File: config.mk
export PLATFORM = sky130hd
export DESIGN_NAME = midi_stream_parser
export DESIGN_NICKNAME = d
export VERILOG_FILES = /design/src/rtl/msp_pkg.sv /design/src/rtl/msp_decode.sv /design/src/rtl/midi_stream_parser.sv
export SDC_FILE = /design/constraint.sdc
export NUM_CORES = 1
export LEC_CHECK = 0
export BUFFER_PORTS_ARGS = -buffer_cell sky130_fd_sc_hd__buf_2
export CELL_PAD_IN_SITES_DETAIL_PLACEMENT = 0
export CELL_PAD_IN_SITES_GLOBAL_PLACEMENT = 2
export CORE_MARGIN = 1.5
export CORE_UTILIZATION = 41
export CTS_BUF_LIST = sky130_fd_sc_hd__clkbuf_8
export DETAILED_ROUTE_END_ITERATION = 8
export PLACE_DENSITY_LB_ADDON = 0.1
export SLEW_MARGIN = 0
export SYNTH_ARGS = -nofsm -noshare
export SYNTH_HDL_FRONTEND = slang
export SYNTH_SLANG_ARGS = --single-unit
export TNS_END_PERCENT = 5
File: constraint.sdc
create_clock -name clk_i -period 5.4 [get_ports clk_i]
set_input_delay 0.27 -clock clk_i [delete_from_list [all_inputs] [get_ports clk_i]]
set_output_delay 0.27 -clock clk_i [all_outputs]
set_load 0.01 [all_outputs]
File: src/rtl/msp_pkg.sv
package msp_pkg;

  localparam logic [7:0] RealtimeMin = 8'hF8;
  localparam logic [7:0] SysexEnd    = 8'hF7;
  localparam logic [7:0] SysexStart  = 8'hF0;
  localparam logic [7:0] StatusBit   = 8'h80;
  localparam logic [7:0] ChanMask    = 8'h0F;
  localparam logic [7:0] SongPos     = 8'hF2;
  localparam logic [7:0] TimeCode    = 8'hF1;
  localparam logic [7:0] SongSelect  = 8'hF3;

  localparam logic [3:0] KindSysCommon = 4'd7;
  localparam logic [3:0] KindRealtime  = 4'd8;

  typedef struct packed {
    logic [7:0] running_status;
    logic [1:0] bytes_expected;
    logic       bytes_received;
    logic [6:0] held_data_byte;
    logic       inside_sysex;
  } parse_state_t;

  typedef struct packed {
    logic [3:0] event_kind;
    logic [3:0] midi_channel;
    logic [7:0] first_value;
    logic [6:0] second_value;
  } midi_event_t;

  function automatic logic [1:0] data_count(logic [7:0] st);
    logic [1:0] cnt;
    cnt = 2'd0;
    if ((st & StatusBit) == '0) begin
      cnt = 2'd0;
    end else if (st[7:4] == 4'hC || st[7:4] == 4'hD) begin
      cnt = 2'd1;
    end else if (st[7:4] != 4'hF) begin
      cnt = 2'd2;
    end else if (st == TimeCode || st == SongSelect) begin
      cnt = 2'd1;
    end else if (st == SongPos) begin
      cnt = 2'd2;
    end
    return cnt;
  endfunction

endpackage

File: src/rtl/msp_decode.sv
module msp_decode
  import msp_pkg::*;
(
  input  parse_state_t state_i,
  input  logic [7:0]   byte_i,
  output parse_state_t state_o,
  output logic         emit_o,
  output midi_event_t  event_o
);

  logic [1:0] cnt;
  logic [7:0] first;
  logic [6:0] second;

  always_comb begin
    state_o = state_i;
    emit_o  = 1'b0;
    event_o = '0;
    cnt     = data_count(byte_i);
    first   = (state_i.bytes_expected == 2'd2) ? {1'b0, state_i.held_data_byte} : byte_i;
    second  = (state_i.bytes_expected == 2'd2) ? byte_i[6:0] : 7'd0;

    if (byte_i >= RealtimeMin) begin
      emit_o              = 1'b1;
      event_o.event_kind  = KindRealtime;
      event_o.first_value = byte_i;
    end else if (state_i.inside_sysex && byte_i == SysexEnd) begin
      state_o.inside_sysex   = 1'b0;
      state_o.bytes_expected = 2'd0;
      state_o.bytes_received = 1'b0;
    end else if (state_i.inside_sysex && (byte_i & StatusBit) == '0) begin
      state_o = state_i;
    end else begin
      // a status byte inside sysex aborts it
      state_o.inside_sysex = 1'b0;
      if ((byte_i & StatusBit) != '0) begin
        state_o.running_status = byte_i;
        state_o.bytes_received = 1'b0;
        if (byte_i == SysexStart) begin
          state_o.bytes_expected = 2'd0;
          state_o.inside_sysex   = 1'b1;
        end else begin
          state_o.bytes_expected = cnt;
          if (cnt == 2'd0) begin
            state_o.running_status = '0;
            emit_o                 = 1'b1;
            event_o.event_kind     = KindSysCommon;
            event_o.first_value    = byte_i;
          end
        end
      end else if (state_i.bytes_expected == 2'd0) begin
        state_o.inside_sysex = 1'b0;
      end else if (state_i.bytes_expected == 2'd2 && !state_i.bytes_received) begin
        state_o.held_data_byte = byte_i[6:0];
        state_o.bytes_received = 1'b1;
      end else begin
        state_o.bytes_received = 1'b0;
        emit_o                 = 1'b1;
        if (state_i.running_status[7] && state_i.running_status[7:4] != 4'hF) begin
          event_o.event_kind   = {1'b0, state_i.running_status[6:4]};
          event_o.midi_channel = 4'(state_i.running_status & ChanMask);
          event_o.first_value  = first;
          event_o.second_value = second;
        end else begin
          event_o.event_kind     = KindSysCommon;
          event_o.first_value    = state_i.running_status;
          event_o.second_value   = first[6:0];
          state_o.running_status = '0;
          state_o.bytes_expected = 2'd0;
        end
      end
    end
  end

endmodule

File: src/rtl/midi_stream_parser.sv
// An input transfer reaches the output port through the input register, then
// decode into the result register.
// Throughput: one byte per cycle if not stalled; one decode pass per byte.
// Reset: asynchronous, active low; clears the parser state (no status,
// not in sysex) and both valid flags.
module midi_stream_parser
  import msp_pkg::*;
(
  input  logic        clk_i,
  input  logic        rst_ni,
  input  logic        s_axis_tvalid_i,
  output logic        s_axis_tready_o,
  input  logic [7:0]  s_axis_tdata_i,  // [7:0] midi_byte
  output logic        m_axis_tvalid_o,
  input  logic        m_axis_tready_i,
  output logic [23:0] m_axis_tdata_o,  // [3:0] midi_channel, [11:4] first_value,
                                       // [18:12] second_value, [23:19] zero
  output logic [3:0]  m_axis_tuser_o   // [3:0] event_kind
);

  logic         in_valid_q;
  logic [7:0]   in_byte_q;
  parse_state_t state_q, state_d;
  logic         out_valid_q;
  midi_event_t  out_event_q;
  logic         emit;
  midi_event_t  dec_event;
  logic         out_free;
  logic         process;

  msp_decode u_decode (
    .state_i (state_q),
    .byte_i  (in_byte_q),
    .state_o (state_d),
    .emit_o  (emit),
    .event_o (dec_event)
  );

  assign out_free        = !out_valid_q || m_axis_tready_i;
  assign process         = in_valid_q && out_free;
  assign s_axis_tready_o = !in_valid_q || process;

  always_ff @(posedge clk_i or negedge rst_ni) begin
    if (!rst_ni) begin
      in_valid_q  <= 1'b0;
      out_valid_q <= 1'b0;
      state_q     <= '0;
    end else begin
      if (s_axis_tready_o) begin
        in_valid_q <= s_axis_tvalid_i;
      end
      if (process) begin
        state_q     <= state_d;
        out_valid_q <= emit;
      end else if (m_axis_tready_i) begin
        out_valid_q <= 1'b0;
      end
    end
  end

  always_ff @(posedge clk_i) begin
    if (s_axis_tready_o && s_axis_tvalid_i) begin
      in_byte_q <= s_axis_tdata_i;
    end
    if (process && emit) begin
      out_event_q <= dec_event;
    end
  end

  assign m_axis_tvalid_o = out_valid_q;
  assign m_axis_tuser_o  = out_event_q.event_kind;
  assign m_axis_tdata_o  = {5'd0, out_event_q.second_value, out_event_q.first_value,
                            out_event_q.midi_channel};

endmodule
Word-level counts from Yosys, hierarchy flattened
Index checks and enable logic that the tools add are counted.
{"block": "word_totals", "regBits": 52, "latchBits": 0, "mem_bits_rw": 0, "mem_bits_ro": 0, "input_bits": 12, "out_inout_bits": 30, "elab_cells": 111, "n_memories": 0}
{"block": "classes", "n_addsub": 0, "mul": 0, "div_mod_pow": 0, "order_cmp": 1, "n_eq_ne": 17, "shifts": 0, "n_mux": 48, "bitwise_logic": 6, "reduce_logical": 26}
{"cell": "$mux 23", "n": 4}
{"cell": "$mux 8", "n": 7}
{"cell": "$eq 8x8->1 const B", "n": 5}
{"cell": "$mux 7", "n": 4}
{"cell": "$mux 11", "n": 2}
{"cell": "$mux 10", "n": 2}
{"cell": "$mux 18", "n": 1}
{"cell": "$mux 4", "n": 4}
{"cell": "$mux 15", "n": 1}
{"cell": "$mux 1", "n": 14}
{"cell": "$reduce_and 7->1", "n": 2}
{"cell": "$mux 2", "n": 6}
{"cell": "$mux 3", "n": 3}
{"cell": "$ne 3x2->1 const B", "n": 3}
{"cell": "$eq 4x4->1 const B", "n": 2}
{"cell": "$ge 8x8->1 const B", "n": 1}
{"cell": "$logic_not 8->1", "n": 1}
{"cell": "$ne 4x4->1 const B", "n": 2}
{"cell": "$logic_and 1x1->1", "n": 7}
{"cell": "$reduce_or 7->1", "n": 1}
{"cell": "$ne 2x2->1 const B", "n": 3}
{"cell": "$not 1->1", "n": 6}
{"cell": "$reduce_and 6->1", "n": 1}
{"cell": "$reduce_or 6->1", "n": 1}
{"cell": "9 further kinds", "n": 15}

Longest topological paths before layout
{"block": "logic_depth", "depth_word": 14, "depth_mapped": 5, "ltp_nobuf": 4}

Hierarchy
Synthesis repeated with hierarchy kept, for this count alone.
{"block": "unflattened", "cells_unflattened": 229, "area_unflattened_um2": 2767.7}
{"mod": "midi_stream_parser", "instances": 1, "cells_per_inst": 87, "area_each_um2": 1830.5, "seq_area_each_um2": 1456.4}
{"mod": "msp_decode", "instances": 1, "cells_per_inst": 142, "area_each_um2": 937.1, "seq_area_each_um2": 0.0}

Least setup slack after synthesis
Ideal clock, no wire load.
{"block": "synth_path", "path_type": "register to register", "from": "reg in_byte_q[5]", "to": "reg out_event_q, in the netlist m_axis_tdata_o[0] (enable)", "setup_ns": 0.432, "arrival_time_ns": 2.637, "t_required_ns": 4.968, "path_slack_ns": 2.331, "stages_incl_launch_ff": 6, "n_path_buf": 1, "synth_period_minus_slack_ns": 3.069, "cell_sequence": "edfxtp_1 -> buf_6 -> and4_4 -> nand4b_1 -> o211ai_1 -> nor3_1"}
{"block": "synth_between", "elab_chain_len": 14, "word_cells_on_any_way": 25, "cone_classes": "order compare: 1; eq/ne: 8; mux: 11; reduce/logical: 5"}
{"element": "start: declaration", "line": "midi_stream_parser.sv:22", "source": "logic [7:0] in_byte_q;"}
{"element": "start signal: assignment", "line": "midi_stream_parser.sv:63", "source": "in_byte_q <= s_axis_tdata_i;"}
{"element": "$eq 8x8->1, on equally long branches", "line": "msp_pkg.sv:41, msp_pkg.sv:39"}
{"element": "$mux 2 / $logic_or 1x1->1 (equally long branches)", "line": "msp_pkg.sv:41, msp_pkg.sv:39"}
{"element": "$mux 2", "line": "msp_pkg.sv:39", "source": "end else if (st == TimeCode || st == SongSelect) begin"}
{"element": "$mux 2", "line": "msp_pkg.sv:37", "source": "end else if (st[7:4] != 4'hF) begin"}
{"element": "$mux 2", "line": "msp_pkg.sv:35", "source": "end else if (st[7:4] == 4'hC || st[7:4] == 4'hD) begin"}
{"element": "$mux 2", "line": "msp_pkg.sv:33", "source": "if ((st & StatusBit) == '0) begin"}
{"element": "$logic_not 2->1", "line": "msp_decode.sv:44", "source": "if (cnt == 2'd0) begin"}
{"element": "$mux 1", "line": "msp_decode.sv:44"}
{"element": "$mux 1", "line": "msp_decode.sv:39", "source": "if (byte_i == SysexStart) begin"}
{"element": "$mux 1", "line": "msp_decode.sv:36", "source": "if ((byte_i & StatusBit) != '0) begin"}
{"element": "$mux 1", "line": "msp_decode.sv:31", "source": "end else if (state_i.inside_sysex && (byte_i & StatusBit) == '0) begin"}
{"element": "$mux 1", "line": "msp_decode.sv:27", "source": "end else if (state_i.inside_sysex && byte_i == SysexEnd) begin"}
{"element": "$mux 1 *", "line": "msp_decode.sv:23", "source": "if (byte_i >= RealtimeMin) begin"}
{"element": "$logic_and 1x1->1 *", "line": "midi_stream_parser.sv:65", "source": "if (process && emit) begin"}
{"element": "end signal: assignment", "line": "midi_stream_parser.sv:66", "source": "out_event_q <= dec_event;"}
{"element": "end: declaration", "line": "midi_stream_parser.sv:25", "source": "midi_event_t out_event_q;"}
Mark *: on every way between the ends. The rest lies on a longest branch, timed or not.
A chain may end at the register's enable or synchronous reset.

Final worst setup path
{"block": "layout_path", "from": "reg in_byte_q[7]", "to": "reg out_event_q, in the netlist m_axis_tdata_o[12] (enable)"}
The elaborated chain is that of the path after synthesis.

==> flow_metrics.tcl <==
set metrics [dict create \
    gp_congestion 0.9103 \
    max-cap-violations 0 \
    grt_pass1_wl_um 8859 \
    postRouteAntennaNets 0 \
    maxSlewViolCount 0 \
    tightest_slew_ns 0.6586 \
    r2r_setup_slack_ns 3.16 \
    power.leakage_nw 1.154 \
    cts_buffer_depth 2 \
    std_cell_rows 28 \
    cts_buffers 5 \
    dp_hpwl_um 3800 \
    drtIter0Drc 124 \
    p_switching_mw 0.3491 \
    start_util_pct 42.46 \
    layout.cells.most_common_list "buf_2 (36), edfxtp_1 (31), dfrtp_1 (21)" \
    hold_end "in_byte_q[1]" \
    pwr-share-comb_pct 26.6 \
    vias_per_cell 5.547 \
    grt_max_degree 24 \
    reg2reg_to "m_axis_tdata_o[12]" \
    gr-total-overflow 0 \
    ys_ff_latch 52 \
    r2r_cells 5 \
    die_w_um 81.30 \
    core_area_mm2 0.005921 \
    antenna_found_initial 0 \
    dr_wl_met3_um 307 \
    cts_tree "done" \
    fmax_mhz 446.2 \
    drive_gt1_share_pct 26.94 \
    syn_area_mm2 0.002514 \
    grt_usage_pct 18.58 \
    die_height_um 81.30 \
    final_common_cell "buf_2" \
    vias 1775 \
    cts_resized 0 \
    period_share_pct 41.50 \
    crit_path_max_fanout 23 \
    wl_met1_um 2421 \
    io_pins 42 \
    synthCells 211 \
    fin_ws_ns 3.159 \
    wirelength_um 5462 \
    synth_edf_count 31 \
    skew_ns 0.005973 \
    ys_async_sr_fraction_pct 40.38 \
    fin_setup_tns_ns 0 \
    critPathCaptureType "flip-flop" \
    wire_per_inst_um 17.07 \
    synth.distinct_cells 48 \
    syn_to_final_growth_pct 12.15 \
    slew_headroom_pct 56.09 \
    cts_root_buf "clkbuf_8" \
    switching_share_pct 32.71 \
    hold_path_depth 1 \
    powerDensity_mw_per_mm2 378.5 \
    place_ws_ns 3.167 \
    grt_setup_unrepaired "false" \
    top_layer "met4" \
    firstDrtPassIters 4 \
    clk_pin_slew_worst_paths_ns 0.09 \
    path_class "flip-flop to flip-flop" \
    portBuffers 36 \
    layout_min_cycle_time_ns 2.241 \
    yosysSeqAreaShare_pct 57.94 \
    status "complete, no violations" \
    crit_arrival_ns 2.22 \
    cts_htree_levels 2 \
    hold_violations 0 \
    seqPwrFrac_pct 53.7 \
    synthFlopType "edfxtp_1" \
    avgSynthCellArea_um2 11.91 \
    cts_sinks 52 \
    fill_cells 557 \
    p_int_mw 0.7179 \
    r2r_start "in_byte_q[7]" \
    hold_start "s_axis_tdata_i[1]" \
    num-nets-final 256 \
    grt_pass1_vias 1750 \
    diodes 0 \
    p_clk_share_pct 19.7 \
    hold_class "input port to flip-flop" \
    ir_worst_vdd_uv 166.4 \
    clock_latency_ns 0.30 \
    die-area_mm2 0.006610 \
    setup_viol 0 \
    ys_warn_count 0 \
    cp-start-kind "flip-flop" \
    drc 0 \
    routed-wl-met2_um 2478 \
    required_ns 5.38 \
]
-- worst max path at each step --
stage,from,endpoint,slack [ns]
floorplan,in_byte_q[5],m_axis_tdata_o[0],2.33
global placement,in_byte_q[7],m_axis_tdata_o[0],3.27
detailed placement,in_byte_q[7],m_axis_tdata_o[0],3.17
CTS,in_byte_q[7],m_axis_tdata_o[0],3.15
global route,in_byte_q[7],m_axis_tdata_o[4],3.01
finish,in_byte_q[7],m_axis_tdata_o[12],3.16
-- power groups by stage --
stage / sequential (mW) / combinational (mW) / clock, mW
floorplan: 0.558 / 0.222 / 0
global placement: 0.580 / 0.281 / 0
detailed placement: 0.581 / 0.284 / 0
CTS: 0.572 / 0.285 / 0.220
global route: 0.587 / 0.316 / 0.236
finish: 0.573 / 0.284 / 0.210
-- layout make-up --
type | count | area [µm²] | area share [%]
sequential | 52 | 1456 | 51.66
multi-input combinational | 140 | 960.9 | 34.09
inverter | 7 | 26.28 | 0.9321
clock inverter | 3 | 15.01 | 0.5326
clock buffer | 5 | 68.82 | 2.441
timing repair buffer | 38 | 197.7 | 7.013
tap | 75 | 93.84 | 3.329
-- registers in the layout (all words and copies together), names as in the netlist --
signal and cells:
m_axis_tdata_o 19, state_q 19, in_byte_q 8, m_axis_tuser_o 4
in_valid_q 1, m_axis_tvalid_o 1
-- per-layer routing --
metal,global-route usage (%),vias to the layer above
li1,-,851
met1,24.39,829
met2,27.27,75
met3,4.719,20
met4,11.55,0
met5,0,-
-- worst max-delay path, stage by stage (launching register included) --
cell and delay, ns:
edfxtp_1 0.68, and4_4 0.35, nand4b_1 0.20, o211ai_1 0.20, nor3_2 0.15, buf_4 0.32
-- timing repair --
item | 4_1_cts | 5_1_grt
endpoints found under the hold margin | 21 | 0
hold buffers | 1 | 0
setup buffers | 0 | 0
setup endpoints to repair | 0 | 0
-- cell families after synthesis --
| family | after synthesis | synth area share, % |
|---|---|---|
| flip-flops | 52 | 57.94 |
| other | 1 | 0.1492 |
| multiplexers | 20 | 9.109 |
| buffers and inverters | 23 | 4.630 |
| AND/OR/NAND/NOR | 66 | 13.79 |
| AO/OA/AOI/OAI | 49 | 14.39 |
-- cell usage after synthesis, drive strengths merged, types with 2 or more instances --
master,count,area [µm²]
edfxtp,31,930.9
dfrtp,21,525.5
mux2,17,198.9
nand2,17,63.81
a21oi,16,80.08
nand3,10,50.05
buf,9,63.81
nor2,8,30.03
clkbuf,7,26.28
inv,7,26.28
nor2b,6,37.54
nor3,6,35.03
and3,5,31.28
o22ai,5,31.28
o211ai,4,43.79
o21ai,4,20.01
a22o,3,26.28
and2,3,18.77
mux2i,3,30.03
nand2b,3,18.77
a2111oi,2,36.29
a21o,2,15.01
nand4,2,12.51
o221ai,2,17.52
o31ai,2,15.01
-- per-stage QoR --
stage	hold WS [ns]	power, mW	instance area [µm²]	cells	utilization (%)
3_3_place_gp	0.2677	0.8611	2725	311	46.03
3_5_place_dp	0.2733	0.8644	2725	311	46.03
6_report	0.1363	1.067	2819	320	47.61
2_1_floorplan	-0.02559	0.7802	2529	215	-
4_1_cts	0.1278	1.077	2819	320	47.61
5_1_grt	0.1183	1.140	2819	320	47.61
No activity file was read; power rests on OpenSTA's default activity.
